## src/design/caft_pkg.sv

```systemverilog
// Types and constants of the CAN acceptance filter table.
// No dependencies; used by every module of the block by scoped names.
`timescale 1ns / 1ps

package caft_pkg;

  localparam int ID_W       = 29;
  localparam int STD_ID_W   = 11;
  localparam int SLOT_W     = 3;
  localparam int INDEX_W    = 4;
  localparam int MAX_HITS   = 8;
  localparam int HIT_CNT_W  = $clog2(MAX_HITS + 1);
  // Depth of the command queue between front and back; must be a power of two.
  localparam int CMDQ_DEPTH = 4;

  typedef enum logic [1:0] {
    OP_ADD    = 2'd0,
    OP_REMOVE = 2'd1,
    OP_MATCH  = 2'd2
  } opcode_t;

  typedef enum logic [1:0] {
    ST_ADDED   = 2'd0,
    ST_NOSPACE = 2'd1,
    ST_INVALID = 2'd2,
    ST_HIT     = 2'd3
  } status_t;

  typedef enum logic [1:0] {
    CMD_ADD,
    CMD_INVALID,
    CMD_REMOVE,
    CMD_MATCH
  } cmd_kind_t;

  typedef struct packed {
    cmd_kind_t          kind;
    logic [ID_W-1:0]    ident;
    logic [ID_W-1:0]    id_mask;
    logic               extended;
    logic [INDEX_W-1:0] index;
  } cmd_t;

  typedef struct packed {
    status_t            status;
    logic [SLOT_W-1:0]  slot;
    logic               last_hit;
  } res_t;

endpackage

```

## src/design/caft_front.sv

```systemverilog
// Front end: accepts items, checks filter widths and turns them into commands.
// Depends on caft_pkg.
`timescale 1ns / 1ps

module caft_front #(
  parameter int FILTER_SLOTS = 8
) (
  input  logic                          clk,
  input  logic                          rst,
  input  logic                          push,
  output logic                          full,
  input  logic [1:0]                    opcode,
  input  logic [caft_pkg::ID_W-1:0]     ident,
  input  logic [caft_pkg::ID_W-1:0]     id_mask,
  input  logic                          extended,
  input  logic [caft_pkg::INDEX_W-1:0]  slot_index,
  output logic                          cmd_valid,
  input  logic                          cmd_ready,
  output caft_pkg::cmd_t                cmd
);

  logic           accept;
  logic           keep;
  logic           too_wide;
  caft_pkg::cmd_t cmd_next;

  assign full   = cmd_valid && !cmd_ready;
  assign accept = push && !full;

  // A standard filter may use only the low eleven bits of ident and mask.
  assign too_wide = !extended &&
                    ((ident[caft_pkg::ID_W-1:caft_pkg::STD_ID_W] != '0) ||
                     (id_mask[caft_pkg::ID_W-1:caft_pkg::STD_ID_W] != '0));

  always_comb begin
    cmd_next.ident    = ident;
    cmd_next.id_mask  = id_mask;
    cmd_next.extended = extended;
    cmd_next.index    = slot_index;
    cmd_next.kind     = caft_pkg::CMD_MATCH;
    keep              = 1'b0;
    case (opcode)
      caft_pkg::OP_ADD: begin
        cmd_next.kind = too_wide ? caft_pkg::CMD_INVALID : caft_pkg::CMD_ADD;
        keep          = 1'b1;
      end
      caft_pkg::OP_REMOVE: begin
        cmd_next.kind = caft_pkg::CMD_REMOVE;
        keep          = 32'(slot_index) < 32'(FILTER_SLOTS);
      end
      caft_pkg::OP_MATCH: begin
        cmd_next.kind = caft_pkg::CMD_MATCH;
        keep          = 1'b1;
      end
      default: begin
        keep = 1'b0;
      end
    endcase
  end

  always_ff @(posedge clk) begin
    if (rst) begin
      cmd_valid <= 1'b0;
    end else if (accept) begin
      cmd_valid <= keep;
    end else if (cmd_ready) begin
      cmd_valid <= 1'b0;
    end
  end

  always_ff @(posedge clk) begin
    if (accept) begin
      cmd <= cmd_next;
    end
  end

endmodule

```

## src/design/caft_queue.sv

```systemverilog
// Short command queue that decouples the front end from the table engine.
// Depends on caft_pkg.
`timescale 1ns / 1ps

module caft_queue (
  input  logic           clk,
  input  logic           rst,
  input  logic           wr_valid,
  output logic           wr_ready,
  input  caft_pkg::cmd_t wr_data,
  output logic           rd_valid,
  input  logic           rd_pop,
  output caft_pkg::cmd_t rd_data
);

  localparam int DEPTH = caft_pkg::CMDQ_DEPTH;
  localparam int PTR_W = $clog2(DEPTH);

  caft_pkg::cmd_t   entries [DEPTH];
  logic [PTR_W-1:0] wr_ptr;
  logic [PTR_W-1:0] rd_ptr;
  logic [PTR_W:0]   count;
  logic             do_wr;
  logic             do_rd;

  assign wr_ready = count != (PTR_W + 1)'(DEPTH);
  assign rd_valid = count != '0;
  assign do_wr    = wr_valid && wr_ready;
  assign do_rd    = rd_pop && rd_valid;
  assign rd_data  = entries[rd_ptr];

  always_ff @(posedge clk) begin
    if (rst) begin
      wr_ptr <= '0;
      rd_ptr <= '0;
      count  <= '0;
    end else begin
      if (do_wr) begin
        wr_ptr <= wr_ptr + 1'b1;
      end
      if (do_rd) begin
        rd_ptr <= rd_ptr + 1'b1;
      end
      if (do_wr && !do_rd) begin
        count <= count + 1'b1;
      end else if (do_rd && !do_wr) begin
        count <= count - 1'b1;
      end
    end
  end

  always_ff @(posedge clk) begin
    if (do_wr) begin
      entries[wr_ptr] <= wr_data;
    end
  end

endmodule

```

## src/design/caft_back.sv

```systemverilog
// Table engine: holds the filters, executes commands and drives the result register.
// Depends on caft_pkg.
`timescale 1ns / 1ps

module caft_back #(
  parameter int FILTER_SLOTS = 8
) (
  input  logic           clk,
  input  logic           rst,
  input  logic           cmd_valid,
  output logic           cmd_pop,
  input  caft_pkg::cmd_t cmd,
  output logic           res_valid,
  input  logic           res_pop,
  output caft_pkg::res_t res
);

  localparam int IDX_W  = (FILTER_SLOTS > 1) ? $clog2(FILTER_SLOTS) : 1;
  localparam int SLOT_W = caft_pkg::SLOT_W;
  localparam int CNT_W  = caft_pkg::HIT_CNT_W;

  typedef enum logic [1:0] {
    S_IDLE,
    S_SCAN,
    S_FLUSH
  } state_t;

  state_t                    state;
  logic [FILTER_SLOTS-1:0]   active;
  logic [caft_pkg::ID_W-1:0] tbl_ident [FILTER_SLOTS];
  logic [caft_pkg::ID_W-1:0] tbl_mask  [FILTER_SLOTS];
  logic                      tbl_ext   [FILTER_SLOTS];

  logic [caft_pkg::ID_W-1:0] frame_id;
  logic                      frame_ext;
  logic [IDX_W-1:0]          scan_idx;
  logic [IDX_W-1:0]          pend_slot;
  logic                      pend_valid;
  logic [CNT_W-1:0]          hit_count;

  logic                      out_free;
  logic                      free_found;
  logic [IDX_W-1:0]          free_idx;
  logic [IDX_W-1:0]          rm_idx;
  logic                      hit;
  logic                      scan_last;
  logic [CNT_W-1:0]          count_next;

  assign out_free   = !res_valid || res_pop;
  assign rm_idx     = IDX_W'(cmd.index);
  assign scan_last  = scan_idx == IDX_W'(FILTER_SLOTS - 1);
  assign count_next = hit_count + 1'b1;
  assign hit        = active[scan_idx] && (tbl_ext[scan_idx] == frame_ext) &&
                      (((frame_id ^ tbl_ident[scan_idx]) & tbl_mask[scan_idx]) == '0);

  // Lowest free slot.
  always_comb begin
    free_found = 1'b0;
    free_idx   = '0;
    for (int i = FILTER_SLOTS - 1; i >= 0; i--) begin
      if (!active[i]) begin
        free_found = 1'b1;
        free_idx   = IDX_W'(i);
      end
    end
  end

  always_comb begin
    cmd_pop = 1'b0;
    if (state == S_IDLE && cmd_valid) begin
      case (cmd.kind)
        caft_pkg::CMD_REMOVE,
        caft_pkg::CMD_MATCH: cmd_pop = 1'b1;
        default:             cmd_pop = out_free;
      endcase
    end
  end

  always_ff @(posedge clk) begin
    if (rst) begin
      state      <= S_IDLE;
      active     <= '0;
      res_valid  <= 1'b0;
      pend_valid <= 1'b0;
    end else begin
      if (res_pop) begin
        res_valid <= 1'b0;
      end
      case (state)
        S_IDLE: begin
          if (cmd_valid) begin
            case (cmd.kind)
              caft_pkg::CMD_ADD: begin
                if (out_free) begin
                  res_valid    <= 1'b1;
                  res.last_hit <= 1'b1;
                  if (free_found) begin
                    active[free_idx]    <= 1'b1;
                    tbl_ident[free_idx] <= cmd.ident;
                    tbl_mask[free_idx]  <= cmd.id_mask;
                    tbl_ext[free_idx]   <= cmd.extended;
                    res.status          <= caft_pkg::ST_ADDED;
                    res.slot            <= SLOT_W'(free_idx);
                  end else begin
                    res.status <= caft_pkg::ST_NOSPACE;
                    res.slot   <= '0;
                  end
                end
              end
              caft_pkg::CMD_INVALID: begin
                if (out_free) begin
                  res_valid    <= 1'b1;
                  res.status   <= caft_pkg::ST_INVALID;
                  res.slot     <= '0;
                  res.last_hit <= 1'b1;
                end
              end
              caft_pkg::CMD_REMOVE: begin
                active[rm_idx] <= 1'b0;
              end
              caft_pkg::CMD_MATCH: begin
                frame_id   <= cmd.ident;
                frame_ext  <= cmd.extended;
                scan_idx   <= '0;
                hit_count  <= '0;
                pend_valid <= 1'b0;
                state      <= S_SCAN;
              end
              default: begin
                state <= S_IDLE;
              end
            endcase
          end
        end
        S_SCAN: begin
          if (hit) begin
            // A new hit releases the previous one, which is then known not to be last.
            if (!pend_valid || out_free) begin
              if (pend_valid) begin
                res_valid    <= 1'b1;
                res.status   <= caft_pkg::ST_HIT;
                res.slot     <= SLOT_W'(pend_slot);
                res.last_hit <= 1'b0;
              end
              pend_valid <= 1'b1;
              pend_slot  <= scan_idx;
              hit_count  <= count_next;
              if (scan_last || count_next == CNT_W'(caft_pkg::MAX_HITS)) begin
                state <= S_FLUSH;
              end else begin
                scan_idx <= scan_idx + 1'b1;
              end
            end
          end else if (scan_last) begin
            state <= pend_valid ? S_FLUSH : S_IDLE;
          end else begin
            scan_idx <= scan_idx + 1'b1;
          end
        end
        S_FLUSH: begin
          if (out_free) begin
            res_valid    <= 1'b1;
            res.status   <= caft_pkg::ST_HIT;
            res.slot     <= SLOT_W'(pend_slot);
            res.last_hit <= 1'b1;
            pend_valid   <= 1'b0;
            state        <= S_IDLE;
          end
        end
        default: begin
          state <= S_IDLE;
        end
      endcase
    end
  end

endmodule

```

## src/design/can_acceptance_filter_table.sv

```systemverilog
// Top level of the CAN acceptance filter table: front end, command queue, table engine.
// Depends on caft_pkg, caft_front, caft_queue and caft_back.
`timescale 1ns / 1ps

// The block keeps FILTER_SLOTS acceptance filters and takes one command per item on a
// queue-style port (push/full). An add command stores an identifier, a mask and the
// extended flag in the lowest free slot and reports that slot; it reports no-space when
// every slot is in use, and invalid when a standard filter uses bits above the eleventh.
// A remove command frees a slot and produces nothing; an index beyond the table is
// ignored, as is the unused opcode. A match command compares the frame identifier with
// every active slot of the same kind, lowest slot first, and reports one hit per slot
// whose masked bits agree; the final hit of a frame carries last_hit, at most eight hits
// are reported, and a frame that matches nothing produces no result. Results leave
// through a one-entry output register (empty/pop); items keep being taken into the
// command queue while a result waits there, until that queue is full. An item passes
// a classification register and a four-entry command queue before the table engine
// sees it. Add and remove are handled in the idle state, an add waiting there until
// the output register is free. A match moves into a scan state, in which one
// comparator visits one slot per cycle, lowest first, but a new hit waits while the
// previous hit cannot yet enter the output register; the scan ends at the last slot
// or at the eighth hit, and a flush state then releases any final hit. Reset is
// synchronous and clears all slots at once; no clearing pass is needed.
module can_acceptance_filter_table #(
  parameter int FILTER_SLOTS = 8
) (
  input  logic                          clk,
  input  logic                          rst,
  input  logic                          push,
  output logic                          full,
  input  logic [1:0]                    opcode,
  input  logic [caft_pkg::ID_W-1:0]     ident,
  input  logic [caft_pkg::ID_W-1:0]     id_mask,
  input  logic                          extended,
  input  logic [caft_pkg::INDEX_W-1:0]  slot_index,
  output logic                          empty,
  input  logic                          pop,
  output logic [1:0]                    status,
  output logic [caft_pkg::SLOT_W-1:0]   slot,
  output logic                          last_hit
);

  // Front end to command queue.
  logic           f_valid;
  logic           f_ready;
  caft_pkg::cmd_t f_cmd;

  // Command queue to table engine.
  logic           q_valid;
  logic           q_pop;
  caft_pkg::cmd_t q_cmd;

  // Result register.
  logic           res_valid;
  logic           res_pop;
  caft_pkg::res_t res;

  caft_front #(
    .FILTER_SLOTS (FILTER_SLOTS)
  ) u_front (
    .clk        (clk),
    .rst        (rst),
    .push       (push),
    .full       (full),
    .opcode     (opcode),
    .ident      (ident),
    .id_mask    (id_mask),
    .extended   (extended),
    .slot_index (slot_index),
    .cmd_valid  (f_valid),
    .cmd_ready  (f_ready),
    .cmd        (f_cmd)
  );

  caft_queue u_queue (
    .clk      (clk),
    .rst      (rst),
    .wr_valid (f_valid),
    .wr_ready (f_ready),
    .wr_data  (f_cmd),
    .rd_valid (q_valid),
    .rd_pop   (q_pop),
    .rd_data  (q_cmd)
  );

  caft_back #(
    .FILTER_SLOTS (FILTER_SLOTS)
  ) u_back (
    .clk       (clk),
    .rst       (rst),
    .cmd_valid (q_valid),
    .cmd_pop   (q_pop),
    .cmd       (q_cmd),
    .res_valid (res_valid),
    .res_pop   (res_pop),
    .res       (res)
  );

  // The output register is the head of the result queue seen by the consumer.
  assign empty    = !res_valid;
  assign res_pop  = pop && res_valid;
  assign status   = res.status;
  assign slot     = res.slot;
  assign last_hit = res.last_hit;

endmodule

```

## config.mk

```make
export PLATFORM = sky130hd
export DESIGN_NAME = can_acceptance_filter_table
export DESIGN_NICKNAME = d
export VERILOG_FILES = /design/src/design/caft_pkg.sv /design/src/design/caft_front.sv /design/src/design/caft_queue.sv /design/src/design/caft_back.sv /design/src/design/can_acceptance_filter_table.sv
export SDC_FILE = /design/constraint.sdc
export NUM_CORES = 1
export LEC_CHECK = 0
export BUFFER_PORTS_ARGS = -buffer_cell sky130_fd_sc_hd__buf_2
export CORE_MARGIN = 1.5
export CORE_UTILIZATION = 55
export DETAILED_ROUTE_END_ITERATION = 10
export GPL_ROUTABILITY_DRIVEN = 0
export GPL_TIMING_DRIVEN = 0
export PLACE_DENSITY = 0.71
export SYNTH_ARGS = -nofsm -noshare
export SYNTH_HDL_FRONTEND = slang
export SYNTH_SLANG_ARGS = --single-unit
```

## constraint.sdc

```tcl
create_clock -name clk -period 6.02 [get_ports clk]
set_input_delay 0.301 -clock clk [delete_from_list [all_inputs] [get_ports clk]]
set_output_delay 0.301 -clock clk [all_outputs]
set_load 0.01 [all_outputs]
```

After elaboration in Yosys (flattened, before gate mapping)
Memories as Yosys holds them, arrays and structs flattened. A register that Yosys moved wholly into a read port is not among the register bits.
Cells that the tools add are included.
W data, S select, Z words.
{"block": "word_totals", "n_memories": 4, "out_inout_bits": 8, "input_bits": 69, "wordCells": 210, "ff_bits": 131, "ram_bits": 732}
{"block": "op_classes", "addsub": 6, "eq_ne": 27, "order_cmp": 6, "n_mux": 93, "bitwise": 6, "reduce_logical": 47}
{"name": "u_queue.entries", "words": 4, "width": 65, "read_ports": 1, "rd_ports_with_merged_regs": 1, "write_ports": 1, "line": "caft_queue.sv:19", "source": "caft_pkg::cmd_t entries [DEPTH];"}
{"name": "u_back.tbl_ident", "words": 8, "width": 29, "read_ports": 1, "rd_ports_with_merged_regs": 1, "write_ports": 1, "line": "caft_back.sv:30", "source": "logic [caft_pkg::ID_W-1:0] tbl_ident [FILTER_SLOTS];"}
{"name": "u_back.tbl_mask", "words": 8, "width": 29, "read_ports": 1, "rd_ports_with_merged_regs": 1, "write_ports": 1, "line": "caft_back.sv:31", "source": "logic [caft_pkg::ID_W-1:0] tbl_mask [FILTER_SLOTS];"}
{"name": "u_back.tbl_ext", "words": 8, "width": 1, "read_ports": 1, "rd_ports_with_merged_regs": 1, "write_ports": 1, "line": "caft_back.sv:32", "source": "logic tbl_ext [FILTER_SLOTS];"}
{"operator": "$mux W3", "n": 19}
{"operator": "$mux W6", "n": 7}
{"operator": "$mux W1", "n": 37}
{"operator": "$reduce_bool A18 Y1", "n": 2}
{"operator": "$and A29 B29 Y29", "n": 1}
{"operator": "$logic_not A29 Y1", "n": 1}
{"operator": "$xor A29 B29 Y29", "n": 1}
{"operator": "$mux W2", "n": 10}
{"operator": "$mux W4", "n": 5}
{"operator": "$pmux W6 S3", "n": 1}
{"operator": "$reduce_and A6 Y1", "n": 3}
{"operator": "$mux W8", "n": 2}
{"operator": "$pmux W8 S2", "n": 1}
{"operator": "$ne A3 B3 Y1 const B", "n": 5}
{"operator": "$ne A2 B1 Y1 const B", "n": 7}
{"operator": "$logic_and A1 B1 Y1", "n": 13}
{"operator": "$lt A3 B4 Y1 const B", "n": 3}
{"operator": "$pmux W6 S2", "n": 1}
{"operator": "$reduce_and A10 Y1", "n": 1}
{"operator": "$ne A3 B2 Y1 const B", "n": 3}
{"operator": "$and A8 B8 Y8", "n": 1}
{"operator": "$eq A2 B2 Y1 const B", "n": 4}
{"operator": "$not A8 Y8", "n": 1}
{"operator": "$or A8 B8 Y8", "n": 1}
{"operator": "30 further kinds", "n": 55}

Logic depth before layout (Yosys ltp)
Gate-level depths: netlist of run 1.
{"block": "logic_depth", "word_depth": 16, "mapped_depth": 13, "mapped_depth_nobuf": 9}

Cells and area by module
Synthesis of run 1 repeated with hierarchy kept, for this count alone.
{"block": "hier_totals", "hier_cells": 1720, "area_unflattened_um2": 33159.3}
{"module": "caft_back", "cells_each": 1244, "area_each_um2": 21147.8, "instances": 1, "seq_area_each_um2": 15855.2}
{"module": "caft_queue", "cells_each": 387, "area_each_um2": 9889.5, "instances": 1, "seq_area_each_um2": 7987.7}
{"module": "caft_front", "cells_each": 87, "area_each_um2": 2112.0, "instances": 1, "seq_area_each_um2": 1971.9}
{"module": "can_acceptance_filter_table", "cells_each": 2, "area_each_um2": 10.0, "instances": 1, "seq_area_each_um2": 0.0}

Worst setup path after synthesis of run 1
No wires, ideal clock.
{"block": "synth_path", "path_kind": "register to register", "from": "register with a tool-made name", "to": "memory u_back.tbl_ext[1] (enable)", "required_time_ns": 5.543, "stages_incl_launch_ff": 8, "arrival_time_ns": 4.372, "slack_ns": 1.171, "setup_ns": 0.477, "path_buffers": 1, "synth_period_minus_slack_ns": 4.849, "cell_sequence": "dfxtp_1 -> clkbuf_1 -> mux4_2 -> nor2_1 -> nand2_1 -> nor3_1 -> nand2_1 -> nor2_1"}
{"item": "end: declaration", "line": "caft_back.sv:32"}

==> impl_metrics.py, run 1 <==
metrics = {
    "status": {
        "status": "finished clean",
    },
    "floorplan": {
        "coreArea_sq_um": 59000,
        "dieArea_sq_um": 61300,
        "chipHeight_um": 248,
        "start_util_pct": 55.7,
        "io_pins": 77,
        "fp.dieW_um": 248,
        "core.rowCount": 89,
    },
    "hold_path": {
        "hold_class": "in -> reg",
    },
    "synth": {
        "synthAdderAreaFrac_pct": 0.556,
        "synth_top_family_by_area": "multiplexers",
        "synthMuxAreaShare_pct": 9.22,
        "synth-xor-area-share_pct": 3.52,
        "synth_seq_cells": 863,
        "ys_warn_count": 0,
        "synthArstFlopShare_pct": 0,
        "netlist_area_sq_um": 32900,
        "postSynthCellCount": 1680,
        "synth_compound_gate_area_share_pct": 3.74,
        "ys_seq_area_share_pct": 78.0,
        "ys.flop_type": "edfxtp_1",
        "synth-edff-count": 838,
        "syn-num-nets": 1763,
        "syn_avg_cell_area_sq_um": 19.6,
        "synth-simple-area-share_pct": 3.76,
        "ys_types": 68,
    },
    "clocking": {
        "clockRootBuffer": "clkbuf_16",
        "cts_tree": "built",
        "cts_buffer_depth": 3,
        "clk_pin_slew_ns": 0.06,
        "postCtsHoldBufs": 65,
        "htreeDepth": 3,
        "numCtsBuffers": 82,
        "cts_setup_buffers": 0,
        "clk_latency_ns": 0.63,
        "cts.repair.resized": 0,
        "cts_num_sinks": 863,
    },
    "timing": {
        "period_needed_ns": 5.23,
        "whs_ns": 0.107,
        "tightest_slew_ns": 1.12,
        "fmax_mhz": 191,
        "finalSetupViolCount": 0,
        "maxSlewViolCount": 0,
        "finalHoldViolCount": 0,
        "max-slew-margin-rel_pct": 24.9,
        "rsz0062_at_grt": "false",
        "clock_skew_ns": 0.0185,
        "post-route-period-util_pct": 86.8,
        "fin_setup_tns_ns": 0,
    },
    "drt": {
        "remaining_drc_errors": 0,
        "drtIter0Drc": 1872,
        "ant_nets": 0,
        "first_pass_iters": 6,
        "routed_wl_um": 73800,
        "vias": 16822,
        "via_per_inst": 6.08,
        "wire_per_inst_um": 26.7,
    },
    "global_routing": {
        "grt_antenna_before_repair": 3,
        "grt_pass1_vias": 16841,
        "grt_max_degree": 58,
        "overflow": 0,
        "track_usage_pct": 24.7,
        "grt_pass1_wl_um": 109000,
    },
    "power_and_ir_drop": {
        "p_leak_nw": 12.4,
        "worst_ir_drop_vdd_mv": 0.324,
        "p_per_area_nw_per_um2": 395,
    },
    "flow_run": {
        "maxCapViolCount": 0,
    },
    "placed_design": {
        "port_buffers": 76,
        "hpwlAfterDp_um": 46900,
    },
    "critical_path": {
        "critPathLaunchType": "flip-flop",
        "worst_ep_required_time_ns": 6.26,
        "worstPathArrival_ns": 5.46,
        "critPathKind": "reg -> reg",
        "cp-end-kind": "flip-flop",
        "crit_fanout": 10,
    },
    "final_layout": {
        "n_fill_cell": 3851,
        "final_util_pct": 64.5,
        "finalNetCount": 2015,
        "area_delta_synth_final_pct": 15.8,
        "drive_gt1_share_pct": 18.7,
        "mostFrequentLayoutCell": "edfxtp_1",
        "mostFrequentLayoutCells": "edfxtp_1, xor2_1, buf_2",
    },
}
synthesized netlist by cell type, types with 8 or more instances:
cell      instances  area (sq um)
edfxtp_1        838         25200
xor2_1          111           972
mux4_2           95          2140
mux2i_1          64           641
nor2_1           53           199
nand2_1          43           161
a21oi_1          39           195
nand3_1          34           170
clkbuf_1         30           113
a22oi_1          26           195
dfxtp_1          25           500
o21ai_0          24           120
buf_2            22           110
xnor2_1          21           184
inv_1            20          75.1
nor3_1           17          85.1
a221oi_1         14           123
nand3b_1         14           105
nor4_1           14          87.6
a31oi_1          13          81.3
ha_1             13           163
mux2_2           13           146
and2_1           11          68.8
buf_1             9          33.8
nand2b_1          8          50.1
nand4_1           8          50.1
report_power, final:
part	internal (mW)	total (mW)	switching, mW	leakage [nW]
clock	2.82	4.91	2.09	1.26
combinational	0.934	2.75	1.81	3.38
sequential	7.25	7.37	0.116	7.81
path summary, 6_finish.rpt:
check	startpoint	to	slack, ns	cells after the start
setup / recovery	flip-flop	u_back.res[0]	0.79	12
hold / removal	slot_index[3]	u_front.cmd_valid	0.11	4
setup reg to reg	flip-flop	u_back.res[0]	0.79	12
hold reg to reg	u_front.cmd[32]	u_queue.entries[3][32]	0.50	0
area by class of cell:
cell class	instances	area, sq um	area share (%)
Clock inverter	48	368	0.966
Timing Repair Buffer	168	1600	4.19
Antenna cell	1	2.50	0.00657
Multi-Input combinational cell	729	6920	18.2
Tap cell	773	967	2.54
Buffer	67	305	0.802
Sequential cell	863	25700	67.4
Clock buffer	97	2170	5.71
Inverter	21	78.8	0.207
sequential cells by signal, indices dropped and copies added, names as in the netlist, 2 cells and up, named ones only:
register,count
u_back.active,8
u_back.scan_idx,3
u_back.hit_count,4
u_queue.entries,256
u_back.tbl_ext,8
u_back.res,6
u_queue.rd_ptr,2
u_front.cmd,64
u_back.tbl_mask,232
u_back.frame_id,29
u_queue.wr_ptr,2
u_back.state,2
u_back.pend_slot,3
u_queue.count,3
u_back.tbl_ident,232
through the flow:
stage          std cells  cell area (sq um)  total power, mW  worst slack [ns]
5_1_grt             2766              38100             15.5             0.589
3_3_place_gp        2529              34200             10.1             -1.70
2_1_floorplan       1680              32900             9.12              1.17
3_5_place_dp        2556              34900             10.2             0.796
6_report            2767              38100             15.0             0.792
4_1_cts             2766              38100             15.1             0.779
cell families after synthesis:
family,after synthesis
AND/OR/NAND/NOR,235
AO/OA/AOI/OAI,172
multiplexers,176
adder cells (fa/ha/maj),14
buffers and inverters,88
XOR/XNOR,132
flip-flops,863
routing by layer:
metal	part of all wire, %	wire, um	vias to the layer above	GRT usage, %
li1	-	-	7271	-
met5	0	0	-	0
met4	2.4	1780	0	7.83
met1	41	30500	8706	35.4
met2	49	36200	732	40.1
met3	7.3	5360	113	3.40
worst max-delay path, cell delays in order (launching register included):
cell and delay [ns]:
dfxtp_1 0.40, buf_2 0.41, buf_2 0.49, buf_2 0.50
mux2i_1 0.24, nor2_1 0.05, a32oi_1 0.28, nand4_1 0.18
o22a_1 0.30, a2111o_1 0.56, a21oi_1 0.39, a31oi_1 0.15
nor4_1 0.86
Power figures use the tool's default switching activity.
==> inputs of run 2 (changes only) <==
- CORE_UTILIZATION: 55 -> 60
- PLACE_DENSITY: 0.71 -> 0.77
==> impl_metrics.py, run 2 (synthesized netlist as in run 1, its figures left out) <==
metrics = {
    "status": {
        "status": "finished clean",
    },
    "timing": {
        "maxSlewViolCount": 0,
        "finalHoldViolCount": 0,
        "clock_skew_ns": 0.0342,
        "fin_setup_tns_ns": 0,
        "post-route-period-util_pct": 87.6,
        "tightest_slew_ns": 1.21,
        "finalSetupViolCount": 0,
        "rsz0062_at_grt": "false",
        "fmax_mhz": 190,
        "max-slew-margin-rel_pct": 19.5,
        "period_needed_ns": 5.28,
    },
    "clocking": {
        "htreeDepth": 3,
        "cts_num_sinks": 863,
        "clk_pin_slew_ns": 0.06,
        "clk_latency_ns": 0.64,
        "numCtsBuffers": 79,
        "cts_tree": "built",
        "cts.repair.resized": 0,
        "cts_buffer_depth": 3,
        "clockRootBuffer": "clkbuf_16",
    },
    "drt": {
        "wire_per_inst_um": 30.4,
        "via_per_inst": 6.57,
        "remaining_drc_errors": 0,
        "vias": 17657,
        "drtIter0Drc": 2155,
        "first_pass_iters": 7,
        "routed_wl_um": 81600,
        "ant_nets": 0,
    },
    "final_layout": {
        "fin_cells": 2686,
        "drive_gt1_share_pct": 18.7,
        "mostFrequentLayoutCells": "edfxtp_1, xor2_1, buf_2",
        "antenna_cells": 0,
        "largest-register": "u_queue.entries",
        "largest_register_ffs": 256,
        "largestRegisters": "u_queue.entries x256, u_back.tbl_ident x232, u_back.tbl_mask x232",
        "mostFrequentLayoutCell": "edfxtp_1",
        "finalNetCount": 2012,
        "n_fill_cell": 3047,
        "area_delta_synth_final_pct": 15.7,
        "final_util_pct": 70.4,
    },
    "hold_path": {
        "hold_class": "in -> reg",
        "hold_path_end": "u_front.cmd[63]",
        "whs_path_depth": 2,
        "hp-start": "opcode[0]",
    },
    "power_and_ir_drop": {
        "switching_share_pct": 27.6,
        "p_comb_share_pct": 18.3,
        "seq_power_share_pct": 48.1,
        "power.total_mw": 15.4,
        "p_leak_nw": 12.5,
        "p_per_area_nw_per_um2": 404,
        "p_sw_mw": 4.24,
        "worst_ir_drop_vdd_mv": 0.440,
        "power.share.clock_pct": 33.6,
        "internal_power_mw": 11.1,
    },
    "global_routing": {
        "grt_max_degree": 58,
        "overflow": 0,
        "track_usage_pct": 29.7,
        "grt_pass1_wl_um": 119000,
        "grt_pass1_vias": 17991,
        "grt_antenna_before_repair": 3,
    },
    "critical_path": {
        "r2r-end": "u_back.res[0]",
        "rr_worst_depth": 12,
        "worst_ep_required_time_ns": 6.25,
        "critPathLaunchType": "flip-flop",
        "crit_slowest_cell": "nor4_1",
        "crit_chain": "buf_6 -> buf_4 -> inv_1 -> buf_1 -> nor2_1 -> o21ai_0 -> nand4_1 -> a211oi_1 -> or4b_1 -> a21oi_1 -> a31oi_1 -> nor4_1",
        "cp-end-kind": "flip-flop",
        "cp_num_buf_inv": 4,
        "critPathKind": "reg -> reg",
        "critPathTopFamily": "simple AND/OR/NAND/NOR gates",
        "crit_fanout": 10,
        "max_stage_delay_ns": 0.91,
        "worstPathArrival_ns": 5.51,
        "r2r_setup_slack_ns": 0.74,
    },
    "floorplan": {
        "fp.dieW_um": 237,
        "core.rowCount": 85,
        "start_util_pct": 60.9,
        "dieArea_sq_um": 56200,
        "coreArea_sq_um": 54000,
        "chipHeight_um": 237,
        "io_pins": 77,
    },
    "placed_design": {
        "hpwlAfterDp_um": 46800,
        "place_inst": 2479,
        "port_buffers": 76,
    },
    "flow_run": {
        "maxCapViolCount": 0,
    },
}
run 2: cell count changes in the layout (fill, tap and decap cells not counted), moves of 2 or more:
cell       change
clkinv_2       -5
inv_16         +2
clkbuf_1       +7
clkinv_1      -11
clkbuf_16      -5
bufinv_16      +5
clkinv_4       +2
run 2: area by class of cell:
class                   count  area (sq um)  area share, %
clock buffers              99          2070           5.45
well taps                 696           871           2.29
plain buffers              67           305          0.802
repair buffers            168          1600           4.21
clock inverters            43           534           1.40
multi-input cells         729          6920           18.2
flip-flops and latches    863         25700           67.5
inverters                  21          78.8          0.207
run 2: through the flow:
step / hold slack [ns] / setup WS, ns / instance area [sq um]
after global routing: 0.102 / 0.629 / 38000
final: 0.102 / 0.744 / 38000
after CTS: 0.0329 / 0.773 / 38000
after floorplan: 0.400 / 1.17 / 32900
after detailed placement: 0.479 / 0.805 / 34800
after global placement: 0.465 / -1.49 / 34100
run 2: power by group through the flow:
stage,logic [mW],clock network [mW],registers (mW)
3_5_place_dp,2.66,0,7.49
3_3_place_gp,2.54,0,7.50
6_report,2.81,5.17,7.38
5_1_grt,2.93,5.41,7.40
2_1_floorplan,1.65,0,7.47
4_1_cts,2.74,5.15,7.37
run 2: worst max path at each step:
stage / startpoint / to / slack [ns] / cells after the start
6_report: flip-flop / u_back.res[0] / 0.74 / 12
5_1_grt: flip-flop / u_back.res[0] / 0.63 / 12
4_1_cts: flip-flop / u_back.res[0] / 0.77 / 12
3_5_place_dp: flip-flop / u_back.res[3] / 0.81 / 12
3_3_place_gp: flip-flop / u_back.tbl_mask[1][21] / -1.49 / 7
2_1_floorplan: flip-flop / u_back.tbl_ext[1] / 1.17 / 7
run 2: repair_timing:
| action | 4_1_cts | 5_1_grt |
|---|---|---|
| setup buffers | 0 | 0 |
| hold buffers | 65 | 0 |
| hold endpoints to repair | 65 | 0 |
run 2: per-layer routing:
| metal | part of all wire [%] | track usage (%) |
|---|---|---|
| met5 | 0 | 0 |
| met4 | 3.9 | 12.9 |
| met3 | 9.6 | 4.71 |
| met2 | 50 | 49.7 |
| met1 | 36 | 39.3 |
